<file path="src/design/i8080ag_pkg.sv">
// Shared types, opcode constants and flag helpers for the 8080 arithmetic group unit.
package i8080ag_pkg;

	localparam logic [7:0] OPC_ADI = 8'hC6;
	localparam logic [7:0] OPC_ACI = 8'hCE;
	localparam logic [7:0] OPC_SUI = 8'hD6;
	localparam logic [7:0] OPC_SBI = 8'hDE;
	localparam logic [7:0] OPC_DAA = 8'h27;

	localparam logic [7:0] MASK_INRDCR = 8'hC6;
	localparam logic [7:0] PATT_INRDCR = 8'h04;
	localparam logic [7:0] MASK_INXDCX = 8'hC7;
	localparam logic [7:0] PATT_INXDCX = 8'h03;
	localparam logic [7:0] MASK_DAD    = 8'hCF;
	localparam logic [7:0] PATT_DAD    = 8'h09;

	localparam logic [2:0] REG_H = 3'd4;
	localparam logic [2:0] REG_L = 3'd5;
	localparam logic [2:0] REG_M = 3'd6;
	localparam logic [2:0] REG_A = 3'd7;

	localparam logic [1:0] PAIR_BC = 2'd0;
	localparam logic [1:0] PAIR_DE = 2'd1;
	localparam logic [1:0] PAIR_HL = 2'd2;
	localparam logic [1:0] PAIR_SP = 2'd3;

	localparam logic [1:0] ALU_ADD = 2'd0;
	localparam logic [1:0] ALU_ADC = 2'd1;
	localparam logic [1:0] ALU_SUB = 2'd2;
	localparam logic [1:0] ALU_SBB = 2'd3;

	localparam logic [3:0] BCD_MAX_DIGIT = 4'h9;
	localparam logic [7:0] DAA_LO_ADJ    = 8'h06;
	localparam logic [7:0] DAA_HI_ADJ    = 8'h60;

	localparam int FLAG_CY = 0;
	localparam int FLAG_P  = 1;
	localparam int FLAG_AC = 2;
	localparam int FLAG_Z  = 3;
	localparam int FLAG_S  = 4;

	typedef struct packed {
		logic [7:0][7:0] rf;
		logic [15:0]     sp;
		logic [4:0]      flags;
	} cpu_state_t;

	typedef struct packed {
		logic [7:0]  acc;
		logic [4:0]  flag_bits;
		logic [15:0] hl_pair;
		logic        mem_write;
		logic [15:0] mem_addr;
		logic [7:0]  mem_wdata;
		logic        unsupported;
	} result_t;

	// sign, zero and even-parity bits in their flag positions
	function automatic logic [4:0] szp_bits(input logic [7:0] v);
		logic [4:0] f;
		f = '0;
		f[FLAG_S] = v[7];
		f[FLAG_Z] = (v == 8'h00);
		f[FLAG_P] = ~^v;
		return f;
	endfunction

endpackage

</file>
<file path="src/design/i8080ag_req_if.sv">
// Request channel: one opcode beat with the byte at HL and the immediate byte.
interface i8080ag_req_if;
	logic       valid;
	logic       ready;
	logic [7:0] func;
	logic [7:0] mem_data;
	logic [7:0] imm_data;

	modport source (output valid, output func, output mem_data, output imm_data, input ready);
	modport sink (input valid, input func, input mem_data, input imm_data, output ready);
endinterface

</file>
<file path="src/design/i8080ag_rsp_if.sv">
// Response channel: accumulator, flags, HL and memory write of one executed beat.
interface i8080ag_rsp_if;
	logic        valid;
	logic        ready;
	logic [7:0]  acc;
	logic [4:0]  flag_bits;
	logic [15:0] hl_pair;
	logic        mem_write;
	logic [15:0] mem_addr;
	logic [7:0]  mem_wdata;
	logic        unsupported;

	modport source (output valid, output acc, output flag_bits, output hl_pair,
		output mem_write, output mem_addr, output mem_wdata, output unsupported,
		input ready);
	modport sink (input valid, input acc, input flag_bits, input hl_pair,
		input mem_write, input mem_addr, input mem_wdata, input unsupported,
		output ready);
endinterface

</file>
<file path="src/design/i8080ag_exec.sv">
// Execute logic: next architectural state and result for one arithmetic-group opcode.
module i8080ag_exec
	import i8080ag_pkg::*;
(
	input  logic [7:0] func,
	input  logic [7:0] mem_data,
	input  logic [7:0] imm_data,
	input  cpu_state_t cur,
	output cpu_state_t nxt,
	output result_t    res
);

	logic [7:0]  a;
	logic        cy;
	logic [15:0] hl0;
	logic        is_arith, is_incdec, is_inxdcx, is_dad, is_daa;

	// arithmetic
	logic [1:0] aop;
	logic [2:0] src;
	logic       sub;
	logic [7:0] opnd, opx;
	logic       cin;
	logic [8:0] sum9;
	logic [4:0] nib;
	logic       ar_c;

	// increment / decrement
	logic [2:0] dst;
	logic [7:0] idv, idr;
	logic       id_ac;

	// pair ops
	logic [1:0]  rp;
	logic [15:0] pv, pr;
	logic [16:0] dsum;

	// decimal adjust
	logic [3:0] lo, hi;
	logic       corr_lo, corr_hi;
	logic [7:0] corr, dr;
	logic [4:0] dnib;

	function automatic logic [15:0] get_pair(input cpu_state_t s, input logic [1:0] p);
		logic [15:0] v;
		case (p)
			PAIR_BC: v = {s.rf[0], s.rf[1]};
			PAIR_DE: v = {s.rf[2], s.rf[3]};
			PAIR_HL: v = {s.rf[REG_H], s.rf[REG_L]};
			PAIR_SP: v = s.sp;
			default: v = s.sp;
		endcase
		return v;
	endfunction

	always_comb begin
		a   = cur.rf[REG_A];
		cy  = cur.flags[FLAG_CY];
		hl0 = get_pair(cur, PAIR_HL);

		is_arith  = func inside {[8'h80:8'h9F], OPC_ADI, OPC_ACI, OPC_SUI, OPC_SBI};
		is_incdec = (func & MASK_INRDCR) == PATT_INRDCR;
		is_inxdcx = (func & MASK_INXDCX) == PATT_INXDCX;
		is_dad    = (func & MASK_DAD) == PATT_DAD;
		is_daa    = func == OPC_DAA;

		aop = func[4:3];
		src = func[2:0];
		sub = aop[1];
		if (func[7:6] == 2'b11) begin
			opnd = imm_data;
		end else if (src == REG_M) begin
			opnd = mem_data;
		end else begin
			opnd = cur.rf[src];
		end
		opx = sub ? ~opnd : opnd;
		case (aop)
			ALU_ADD: cin = 1'b0;
			ALU_ADC: cin = cy;
			ALU_SUB: cin = 1'b1;
			ALU_SBB: cin = ~cy;
			default: cin = 1'b0;
		endcase
		sum9 = {1'b0, a} + {1'b0, opx} + {8'd0, cin};
		nib  = {1'b0, a[3:0]} + {1'b0, opx[3:0]} + {4'd0, cin};
		ar_c = sum9[8] ^ sub;

		dst = func[5:3];
		idv = (dst == REG_M) ? mem_data : cur.rf[dst];
		idr = func[0] ? idv - 8'd1 : idv + 8'd1;
		id_ac = func[0] ? (idr[3:0] != 4'hF) : (idr[3:0] == 4'h0);

		rp   = func[5:4];
		pv   = get_pair(cur, rp);
		pr   = func[3] ? pv - 16'd1 : pv + 16'd1;
		dsum = {1'b0, pv} + {1'b0, hl0};

		lo = a[3:0];
		hi = a[7:4];
		corr_lo = (lo > BCD_MAX_DIGIT) || cur.flags[FLAG_AC];
		corr_hi = (hi > BCD_MAX_DIGIT) || cy || ((hi >= BCD_MAX_DIGIT) && (lo > BCD_MAX_DIGIT));
		corr = (corr_lo ? DAA_LO_ADJ : 8'h00) | (corr_hi ? DAA_HI_ADJ : 8'h00);
		dr   = a + corr;
		dnib = {1'b0, lo} + {1'b0, corr[3:0]};

		nxt = cur;
		res.mem_write   = 1'b0;
		res.mem_wdata   = 8'h00;
		res.unsupported = 1'b0;
		res.mem_addr    = hl0;

		if (is_arith) begin
			nxt.rf[REG_A] = sum9[7:0];
			nxt.flags = szp_bits(sum9[7:0]);
			nxt.flags[FLAG_AC] = nib[4];
			nxt.flags[FLAG_CY] = ar_c;
		end else if (is_incdec) begin
			if (dst == REG_M) begin
				res.mem_write = 1'b1;
				res.mem_wdata = idr;
			end else begin
				nxt.rf[dst] = idr;
			end
			nxt.flags = szp_bits(idr);
			nxt.flags[FLAG_AC] = id_ac;
			nxt.flags[FLAG_CY] = cy;
		end else if (is_inxdcx) begin
			if (rp == PAIR_SP) begin
				nxt.sp = pr;
			end else begin
				nxt.rf[{rp, 1'b0}] = pr[15:8];
				nxt.rf[{rp, 1'b1}] = pr[7:0];
			end
		end else if (is_dad) begin
			nxt.rf[REG_H] = dsum[15:8];
			nxt.rf[REG_L] = dsum[7:0];
			nxt.flags[FLAG_CY] = dsum[16];
		end else if (is_daa) begin
			nxt.rf[REG_A] = dr;
			nxt.flags = szp_bits(dr);
			nxt.flags[FLAG_AC] = dnib[4];
			nxt.flags[FLAG_CY] = corr_hi | cy;
		end else begin
			res.unsupported = 1'b1;
		end

		res.acc       = nxt.rf[REG_A];
		res.flag_bits = nxt.flags;
		res.hl_pair   = {nxt.rf[REG_H], nxt.rf[REG_L]};
	end

endmodule

</file>
<file path="src/design/i8080_arithmetic_group_unit.sv">
// Top level of the 8080 arithmetic group unit: register file, input and result stages.
//
// Usage: each beat on req carries one opcode (func), the byte currently stored at
// address HL (mem_data) and the immediate byte (imm_data). The unit keeps B, C, D,
// E, H, L, A, SP and the S Z AC P CY flags, and executes ADD/ADC/SUB/SBB and their
// immediate forms, INR, DCR, INX, DCX, DAD and DAA. Each request gives exactly one
// rsp beat with A, the flags and HL after the instruction, plus the memory write
// of INR M / DCR M (mem_addr is HL before the instruction). Other opcodes leave the
// state alone and come back with unsupported set.
// The input stage registers the request; the execute logic then feeds the result
// stage, which drives rsp valid. Throughput: one instruction per cycle while rsp
// is not stalled; the state read by one instruction is the state written by the one
// before it. Reset clears all registers, SP and flags and empties both stages.
// When rsp is stalled the result stage holds, the input stage fills, and then
// req.ready drops until the receiver takes the waiting beat.
module i8080_arithmetic_group_unit
	import i8080ag_pkg::*;
(
	input  logic          clk,
	input  logic          arst_n,
	i8080ag_req_if.sink   req,
	i8080ag_rsp_if.source rsp
);

	cpu_state_t state_q, state_nxt;
	result_t    res, res_s2;
	logic       v_s1, v_s2;
	logic [7:0] func_s1, mem_s1, imm_s1;
	logic       s2_ready, adv_s1;

	assign s2_ready  = !v_s2 || rsp.ready;
	assign adv_s1    = v_s1 && s2_ready;
	assign req.ready = !v_s1 || s2_ready;

	i8080ag_exec u_exec (
		.func     (func_s1),
		.mem_data (mem_s1),
		.imm_data (imm_s1),
		.cur      (state_q),
		.nxt      (state_nxt),
		.res      (res)
	);

	always_ff @(posedge clk or negedge arst_n) begin
		if (!arst_n) begin
			v_s1    <= 1'b0;
			v_s2    <= 1'b0;
			state_q <= '0;
		end else begin
			if (req.ready) begin
				v_s1 <= req.valid;
			end
			if (adv_s1) begin
				v_s2    <= 1'b1;
				state_q <= state_nxt;
			end else if (rsp.ready) begin
				v_s2 <= 1'b0;
			end
		end
	end

	always_ff @(posedge clk) begin
		if (req.valid && req.ready) begin
			func_s1 <= req.func;
			mem_s1  <= req.mem_data;
			imm_s1  <= req.imm_data;
		end
		if (adv_s1) begin
			res_s2 <= res;
		end
	end

	assign rsp.valid       = v_s2;
	assign rsp.acc         = res_s2.acc;
	assign rsp.flag_bits   = res_s2.flag_bits;
	assign rsp.hl_pair     = res_s2.hl_pair;
	assign rsp.mem_write   = res_s2.mem_write;
	assign rsp.mem_addr    = res_s2.mem_addr;
	assign rsp.mem_wdata   = res_s2.mem_wdata;
	assign rsp.unsupported = res_s2.unsupported;

endmodule
</file>
<file path="src/flat_wrapper.sv">
// flat-port wrapper written by rule: the top's interface ports become plain ports
module i8080_arithmetic_group_unit_flat import i8080ag_pkg::*;
  (clk, arst_n, req_valid, req_func, req_mem_data, req_imm_data, req_ready, rsp_valid, rsp_acc, rsp_flag_bits, rsp_hl_pair, rsp_mem_write, rsp_mem_addr, rsp_mem_wdata, rsp_unsupported, rsp_ready);
  i8080ag_req_if req_i ();
  i8080ag_rsp_if rsp_i ();
  input  logic clk;
  input  logic arst_n;
  input wire logic [$bits(req_i.valid)-1:0] req_valid;
  input wire logic [$bits(req_i.func)-1:0] req_func;
  input wire logic [$bits(req_i.mem_data)-1:0] req_mem_data;
  input wire logic [$bits(req_i.imm_data)-1:0] req_imm_data;
  output wire logic [$bits(req_i.ready)-1:0] req_ready;
  output wire logic [$bits(rsp_i.valid)-1:0] rsp_valid;
  output wire logic [$bits(rsp_i.acc)-1:0] rsp_acc;
  output wire logic [$bits(rsp_i.flag_bits)-1:0] rsp_flag_bits;
  output wire logic [$bits(rsp_i.hl_pair)-1:0] rsp_hl_pair;
  output wire logic [$bits(rsp_i.mem_write)-1:0] rsp_mem_write;
  output wire logic [$bits(rsp_i.mem_addr)-1:0] rsp_mem_addr;
  output wire logic [$bits(rsp_i.mem_wdata)-1:0] rsp_mem_wdata;
  output wire logic [$bits(rsp_i.unsupported)-1:0] rsp_unsupported;
  input wire logic [$bits(rsp_i.ready)-1:0] rsp_ready;
  assign req_i.valid = req_valid;
  assign req_i.func = req_func;
  assign req_i.mem_data = req_mem_data;
  assign req_i.imm_data = req_imm_data;
  assign req_ready = req_i.ready;
  assign rsp_valid = rsp_i.valid;
  assign rsp_acc = rsp_i.acc;
  assign rsp_flag_bits = rsp_i.flag_bits;
  assign rsp_hl_pair = rsp_i.hl_pair;
  assign rsp_mem_write = rsp_i.mem_write;
  assign rsp_mem_addr = rsp_i.mem_addr;
  assign rsp_mem_wdata = rsp_i.mem_wdata;
  assign rsp_unsupported = rsp_i.unsupported;
  assign rsp_i.ready = rsp_ready;
  i8080_arithmetic_group_unit u_core (.clk(clk), .arst_n(arst_n), .req(req_i), .rsp(rsp_i));
endmodule
</file>
<file path="config.mk">
export PLATFORM = sky130hd
export DESIGN_NAME = i8080_arithmetic_group_unit_flat
export DESIGN_NICKNAME = d
export VERILOG_FILES = /design/src/design/i8080ag_pkg.sv /design/src/design/i8080ag_req_if.sv /design/src/design/i8080ag_rsp_if.sv /design/src/design/i8080ag_exec.sv /design/src/design/i8080_arithmetic_group_unit.sv /design/src/flat_wrapper.sv
export SDC_FILE = /design/constraint.sdc
export NUM_CORES = 1
export LEC_CHECK = 0
export BUFFER_PORTS_ARGS = -buffer_cell sky130_fd_sc_hd__buf_2
export CELL_PAD_IN_SITES_DETAIL_PLACEMENT = 0
export CELL_PAD_IN_SITES_GLOBAL_PLACEMENT = 1
export CORE_MARGIN = 2
export CORE_UTILIZATION = 44
export CTS_CLUSTER_SIZE = 24
export DETAILED_ROUTE_END_ITERATION = 10
export PLACE_DENSITY_LB_ADDON = 0.1
export SLEW_MARGIN = 15
export SYNTH_ARGS = -nofsm -noshare
export SYNTH_HDL_FRONTEND = slang
export SYNTH_SLANG_ARGS = --single-unit
</file>
<file path="constraint.sdc">
create_clock -name clk -period 4.7 [get_ports clk]
set_input_delay 0 -clock clk [delete_from_list [all_inputs] [get_ports clk]]
set_output_delay 0 -clock clk [all_outputs]
set_load 0.02 [all_outputs]
</file>
==> results of run 1 <==
[cell families after synthesis]
logic type | Yosys count | synth area share
adder cells (fa/ha/maj) | 67 | 0.0818
multiplexers | 87 | 0.133
AND/OR/NAND/NOR | 314 | 0.130
XOR/XNOR | 60 | 0.0494
flip-flops | 158 | 0.403
buffers and inverters | 71 | 0.0269
AO/OA/AOI/OAI | 285 | 0.176
[timing repair]
action	4_1_cts	5_1_grt
hold buffers	28	0
gates resized for setup	0	0
endpoints found under the hold margin	61	0
[placed cells by master (no fill, tap or decap), types with 28 or more instances in the layout]
cell type / netlist / final
xnor2_1: 33 / 33
ha_1: 61 / 61
nand2_1: 108 / 108
a21oi_1: 73 / 73
buf_2: 4 / 83
edfxtp_1: 79 / 79
dfrtp_1: 79 / 79
dlygate4sd3_1: 0 / 28
mux4_2: 42 / 42
buf_4: 1 / 60
nor2_1: 105 / 105
o21ai_0: 68 / 68
[metal layers]
metal / vias to the layer above / wire length [um] / track usage / part of all wire
li1: 4213 / - / - / -
met1: 4591 / 16800 / 0.433 / 0.44
met2: 492 / 16400 / 0.449 / 0.43
met3: 93 / 3530 / 0.0610 / 0.093
met4: 0 / 1360 / 0.106 / 0.036
met5: - / 0 / 0 / 0
[state kept, by name (all words and copies together), names as in the netlist, 5 cells and up]
| name | flops |
|---|---|
| u_core.imm_s1 | 8 |
| u_core.state_q | 77 |
| u_core.rsp.acc | 8 |
| u_core.rsp.mem_wdata | 8 |
| u_core.func_s1 | 8 |
| u_core.rsp.flag_bits | 5 |
| u_core.rsp.hl_pair | 16 |
| u_core.rsp.mem_addr | 16 |
| u_core.mem_s1 | 8 |
[power by group through the flow]
| stage | Sequential (W) | Combinational, W | Clock [W] |
|---|---|---|---|
| after floorplan | 0.00208 | 0.00223 | 0 |
| after global placement | 0.00208 | 0.00350 | 0 |
| after detailed placement | 0.00208 | 0.00350 | 0 |
| after CTS | 0.00206 | 0.00354 | 0.00149 |
| after global routing | 0.00208 | 0.00390 | 0.00154 |
| final | 0.00207 | 0.00361 | 0.00148 |
[path summary, 6_finish.rpt]
check                                              startpoint                              to  slack (ns)  depth (start not counted)
worst min register to register  u_core.state_q[7]$_DFFE_PN0P_   u_core.state_q[7]$_DFFE_PN0P_        0.49                          2
worst min-delay path                                   arst_n  u_core.state_q[57]$_DFFE_PN0P_        0.09                          2
min in group clk                              req_mem_data[1]      u_core.mem_s1[1]$_DFFE_PP_        0.27                          2
max in group asynchronous                              arst_n  u_core.state_q[44]$_DFFE_PN0P_        3.54                          3
worst max register to register    u_core.func_s1[4]$_DFFE_PP_   u_core.state_q[0]$_DFFE_PN0P_        0.40                         12
worst max-delay path              u_core.func_s1[4]$_DFFE_PP_   u_core.state_q[0]$_DFFE_PN0P_        0.40                         12
[layout make-up]
type | instances | area (um2) | share of cell area
multi-input cells | 813 | 6160 | 0.481
clock buffers | 18 | 439 | 0.0343
inverters | 24 | 91.3 | 0.00712
flip-flops and latches | 158 | 4350 | 0.339
clock inverters | 14 | 166 | 0.0130
repair buffers | 174 | 1210 | 0.0941
well taps | 324 | 405 | 0.0316
[metrics by stage]
step,worst slack (ns),util,hold WS (ns)
2_1_floorplan,0.124,-,-0.296
3_3_place_gp,0.459,0.494,0.0333
3_5_place_dp,0.464,0.494,0.0325
4_1_cts,0.420,0.530,0.108
5_1_grt,0.0939,0.530,0.130
6_report,0.397,0.530,0.0905
[worst max-delay path, delay by kind of cell (launching register included)]
family          cells  cell delay [ns]
fa+ha+maj           1             0.35
simple gates        2             0.60
mux                 2             0.85
compound gates      6             1.41
flops               1             0.67
buf+inv             1             0.28
==> results.sh, run 1 <==
export IMPL_start_util=0.447
export IMPL_power_frac_clock=0.206
export IMPL_ys_warn_count=0
export IMPL_io_buffers=84
export IMPL_num_vias=9389
export IMPL_grt_pass1_wl_mm=56.8
export IMPL_fin_skew_ns=0.0179
export IMPL_sequentialPowerShare=0.290
export IMPL_grt_total_usage=0.300
export IMPL_worst_setup_path_type="reg2reg"
export IMPL_min_path_type="in2async"
export IMPL_p_leak_nw=5.43
export IMPL_fp_dieH_um=161
export IMPL_viasPerCell=6.16
export IMPL_yosysMostFrequentCell="nand2_1"
export IMPL_yosysSeqAreaShare=0.403
export IMPL_cts_inserted_buffers=17
export IMPL_clkSinkCount=158
export IMPL_core_um2=24200
export IMPL_fp_row_count=57
export IMPL_synthTopCellsByArea="edfxtp_1, dfrtp_1, mux4_2, ha_1, nand2_1"
export IMPL_drt_initial_drc_count=1050
export IMPL_clock_latency_ns=0.44
export IMPL_critPathSlowestCell="edfxtp_1"
export IMPL_fin_area_um2=12800
export IMPL_area_growth_pct=18.7
export IMPL_ios=85
export IMPL_setup_tns_ns=0
export IMPL_outcome="complete, no violations"
export IMPL_slew_violations=0
export IMPL_crit_top_cell="a21oi_1"
export IMPL_synth_distinct_cells=74
export IMPL_ys_ff_latch=158
export IMPL_path_cells="buf_12 -> mux4_2 -> ha_1 -> nor2b_1 -> o21a_1 -> o21ai_1 -> a21oi_1 -> o41ai_1 -> a21oi_1 -> nor4_1 -> o22ai_1 -> mux2_2"
export IMPL_rsz0062_at_grt="false"
export IMPL_period_minus_slack_ns=4.30
export IMPL_hold_viol_final=0
export IMPL_p_switching_w=0.00310
export IMPL_cap_violations=0
export IMPL_num_nets_final=1283
export IMPL_gr_total_overflow=0
export IMPL_post_cts_setup_buffer_count=0
export IMPL_worst_slew_pin_slew_ns=1.12
export IMPL_cts_root_buf="clkbuf_16"
export IMPL_setup_violations=0
export IMPL_drc=0
export IMPL_synth_top_area_frac=0.220
export IMPL_cts_max_level=4
export IMPL_antenna_found_initial=1
export IMPL_synth_edf_count=79
export IMPL_power_w=0.00716
export IMPL_fillCellCount=2156
export IMPL_post_place_cells=1465
export IMPL_n_antenna_cell=0
export IMPL_max_freq_mhz=232
export IMPL_avgSynthCellArea_um2=10.4
export IMPL_switching_share=0.432
export IMPL_ant_nets=0
export IMPL_cp_required_ns=5.02
export IMPL_die_w_um=161
export IMPL_place_congestion=0.926
export IMPL_cpPeakStageDelay_ns=0.67
export IMPL_grt_max_degree=83
export IMPL_end_kind="flop"
export IMPL_finalNonFillerCells=1525
export IMPL_grt_pass1_vias=8974
export IMPL_start_kind="flop"
export IMPL_wirelength_mm=38.1
export IMPL_arrival_ns=4.62
export IMPL_placed_area_um2=11900
export IMPL_synthArstFlopShare=0.500
export IMPL_power_density_nw_per_um2=559
export IMPL_vdd_drop_max_uv=273
export IMPL_wl_per_cell_um=25.0
export IMPL_synth_area_um2=10800
export IMPL_cts_max_path_buffers=2
export IMPL_drtPass1Iterations=5
export IMPL_synthFlopType="edfxtp_1"
export IMPL_hpwlAfterDp_mm=28.2
export IMPL_finalCritPeriodShare=0.916
export IMPL_path_max_fanout=25
export IMPL_intPower_w=0.00407
export IMPL_pwr_share_comb=0.504
export IMPL_cts_clk_slew_worst_paths_ns=0.08
export IMPL_synth_top_cell_by_area="edfxtp_1"
export IMPL_synth_commonest_cells="nand2_1, nor2_1, dfrtp_1, edfxtp_1, a21oi_1"
export IMPL_relSlewSlack=0.252
export IMPL_synthCells=1042
export IMPL_synth_fp_nets=1137
export IMPL_cts_tree="built"
export IMPL_drive_above_1_share=0.226
export IMPL_fp_dieArea_um2=25800
No activity file was read; power rests on OpenSTA's default activity.
==> run 2, diff against run 1 <==
==> constraint.sdc (replaced) <==
create_clock -name clk -period 4.7 [get_ports clk]
set_input_delay 0.94 -clock clk [delete_from_list [all_inputs] [get_ports clk]]
set_output_delay 0.94 -clock clk [all_outputs]
set_load 0.02 [all_outputs]
==> run 2 against run 1 <==
Effect of this change:
- sequential cell count unchanged
- hold slack gained 0.40 ns
- sequential power about the same
- die area is the same
- clock-buffer cell count decreased by 1
- critical endpoint is now u_core.state_q[53]$_DFFE_PN0P_
- first-iteration DRC count up 1.8%
- largest power group unchanged
- combinational power hardly changed
- clock skew fell by 0.0025 ns
- critical path depth is 1 higher
==> results.sh, run 2 (synthesized netlist as in run 1, its figures left out) <==
export IMPL_outcome="complete, no violations"
export IMPL_largest_register="u_core.state_q"
export IMPL_switching_share=0.437
export IMPL_pwr_share_comb=0.507
export IMPL_drtPass1Iterations=5
export IMPL_slew_violations=0
export IMPL_vdd_drop_max_uv=290
export IMPL_cts_root_buf="clkbuf_16"
export IMPL_clock_latency_ns=0.44
export IMPL_p_leak_nw=5.34
export IMPL_start_kind="flop"
export IMPL_clkSinkCount=158
export IMPL_grt_pass1_wl_mm=56.9
export IMPL_power_density_nw_per_um2=567
export IMPL_place_congestion=0.963
export IMPL_fp_row_count=57
export IMPL_grt_pass1_vias=8900
export IMPL_cts_max_path_buffers=2
export IMPL_power_frac_clock=0.200
export IMPL_rrSetupSlack_ns=0.31
export IMPL_cts_max_level=4
export IMPL_wl_per_cell_um=25.5
export IMPL_num_nets_final=1263
export IMPL_placed_area_um2=11900
export IMPL_ant_nets=0
export IMPL_relSlewSlack=0.286
export IMPL_drt_initial_drc_count=1069
export IMPL_largest_reg_flops=77
export IMPL_cp_required_ns=5.02
export IMPL_holdPathStages=2
export IMPL_rsz0062_at_grt="false"
export IMPL_intPower_w=0.00401
export IMPL_path_max_fanout=11
export IMPL_worst_setup_path_type="reg2reg"
export IMPL_arrival_ns=4.72
export IMPL_finalCritPeriodShare=0.935
export IMPL_power_w=0.00712
export IMPL_hp_start="u_core.state_q[13]$_DFFE_PN0P_"
export IMPL_drc=0
export IMPL_post_cts_setup_buffer_count=0
export IMPL_io_buffers=84
export IMPL_n_antenna_cell=0
export IMPL_start_util=0.447
export IMPL_max_freq_mhz=228
export IMPL_fin_area_um2=12600
export IMPL_final_core_utilization=0.520
export IMPL_whs_ns=0.492
export IMPL_cts_inserted_buffers=17
export IMPL_p_switching_w=0.00312
export IMPL_core_um2=24200
export IMPL_viasPerCell=6.20
export IMPL_cts_resized=0
export IMPL_r2r_start="u_core.func_s1[5]$_DFFE_PP_"
export IMPL_worstReg2RegEnd="u_core.state_q[53]$_DFFE_PN0P_"
export IMPL_fp_dieH_um=161
export IMPL_wirelength_mm=38.3
export IMPL_area_growth_pct=16.4
export IMPL_final_cell_mix="nand2_1, nor2_1, buf_2"
export IMPL_worst_slew_pin_slew_ns=1.07
export IMPL_cap_violations=0
export IMPL_cts_tree="built"
export IMPL_grt_total_usage=0.301
export IMPL_ios=85
export IMPL_grt_max_degree=83
export IMPL_antenna_found_initial=2
export IMPL_min_path_type="reg2reg"
export IMPL_gr_total_overflow=0
export IMPL_die_w_um=161
export IMPL_hpwlAfterDp_mm=28.7
export IMPL_hold_path_endpoint="u_core.state_q[13]$_DFFE_PN0P_"
export IMPL_setup_violations=0
export IMPL_hold_buffers=0
export IMPL_num_vias=9329
export IMPL_sequentialPowerShare=0.293
export IMPL_end_kind="flop"
export IMPL_cts_clk_slew_worst_paths_ns=0.07
export IMPL_setup_tns_ns=0
export IMPL_fp_dieArea_um2=25800
export IMPL_final_common_cell="nand2_1"
export IMPL_ff2ff_path_depth=13
export IMPL_fin_skew_ns=0.0153
export IMPL_drive_above_1_share=0.236
export IMPL_period_minus_slack_ns=4.39
export IMPL_hold_viol_final=0
-- run 2: cell types whose count changed in the layout (fill, tap and decap cells not counted), sizes merged --
| cell | delta |
|---|---|
| dlygate4sd3 | -28 |
| buf | +8 |
| clkinv | +3 |
| bufinv | -1 |
| clkbuf | -1 |
| clkinvlp | -1 |
-- run 2: layout make-up --
type | count | area (um2)
Multi-Input combinational cell | 813 | 6160
Clock inverter | 15 | 151
Sequential cell | 158 | 4350
Fill cell | 2202 | 11600
Timing Repair Buffer | 154 | 986
Inverter | 24 | 91.3
Clock buffer | 17 | 425
Tap cell | 324 | 405
-- run 2: worst max path at each step --
stage	from	endpoint	slack (ns)
after global routing	u_core.func_s1[0]$_DFFE_PP_	u_core.state_q[1]$_DFFE_PN0P_	0.16
after detailed placement	u_core.func_s1[4]$_DFFE_PP_	u_core.state_q[53]$_DFFE_PN0P_	0.29
after floorplan	u_core.func_s1[3]$_DFFE_PP_	u_core.rsp.flag_bits[1]$_DFFE_PP_	0.12
final	u_core.func_s1[5]$_DFFE_PP_	u_core.state_q[53]$_DFFE_PN0P_	0.31
after CTS	u_core.func_s1[4]$_DFFE_PP_	u_core.state_q[53]$_DFFE_PN0P_	0.26
after global placement	u_core.func_s1[4]$_DFFE_PP_	u_core.state_q[53]$_DFFE_PN0P_	0.33
-- run 2: per-stage QoR --
| stage | setup WS [ns] | instances |
|---|---|---|
| 2_1_floorplan | 0.124 | 1042 |
| 3_3_place_gp | 0.331 | 1470 |
| 3_5_place_dp | 0.287 | 1470 |
| 4_1_cts | 0.260 | 1502 |
| 5_1_grt | 0.165 | 1505 |
| 6_report | 0.307 | 1505 |
-- run 2: routing by layer --
| metal | part of all wire | up-vias | global-route usage |
|---|---|---|---|
| met3 | 0.098 | 107 | 0.0643 |
| li1 | - | 4171 | - |
| met4 | 0.047 | 2 | 0.134 |
| met5 | 0.00034 | - | 0 |
| met2 | 0.42 | 537 | 0.431 |
| met1 | 0.44 | 4512 | 0.439 |
-- run 2: power groups by stage --
stage               clock [W]  sequential [W]  combinational [W]
floorplan                   0         0.00208            0.00223
global placement            0         0.00209            0.00352
detailed placement          0         0.00210            0.00351
CTS                   0.00143         0.00207            0.00354
global route          0.00149         0.00210            0.00388
finish                0.00142         0.00209            0.00361
-- run 2: worst max-delay path: stages (launching register included) --
cell,delay (ns)
edfxtp_1,0.71
buf_4,0.31
mux2i_1,0.44
inv_1,0.17
fa_1,0.46
nor2b_1,0.13
o21a_1,0.14
o21a_1,0.21
o21a_1,0.16
a21oi_1,0.09
xor2_1,0.49
o221ai_1,0.29
a221o_1,0.39
mux2_2,0.28
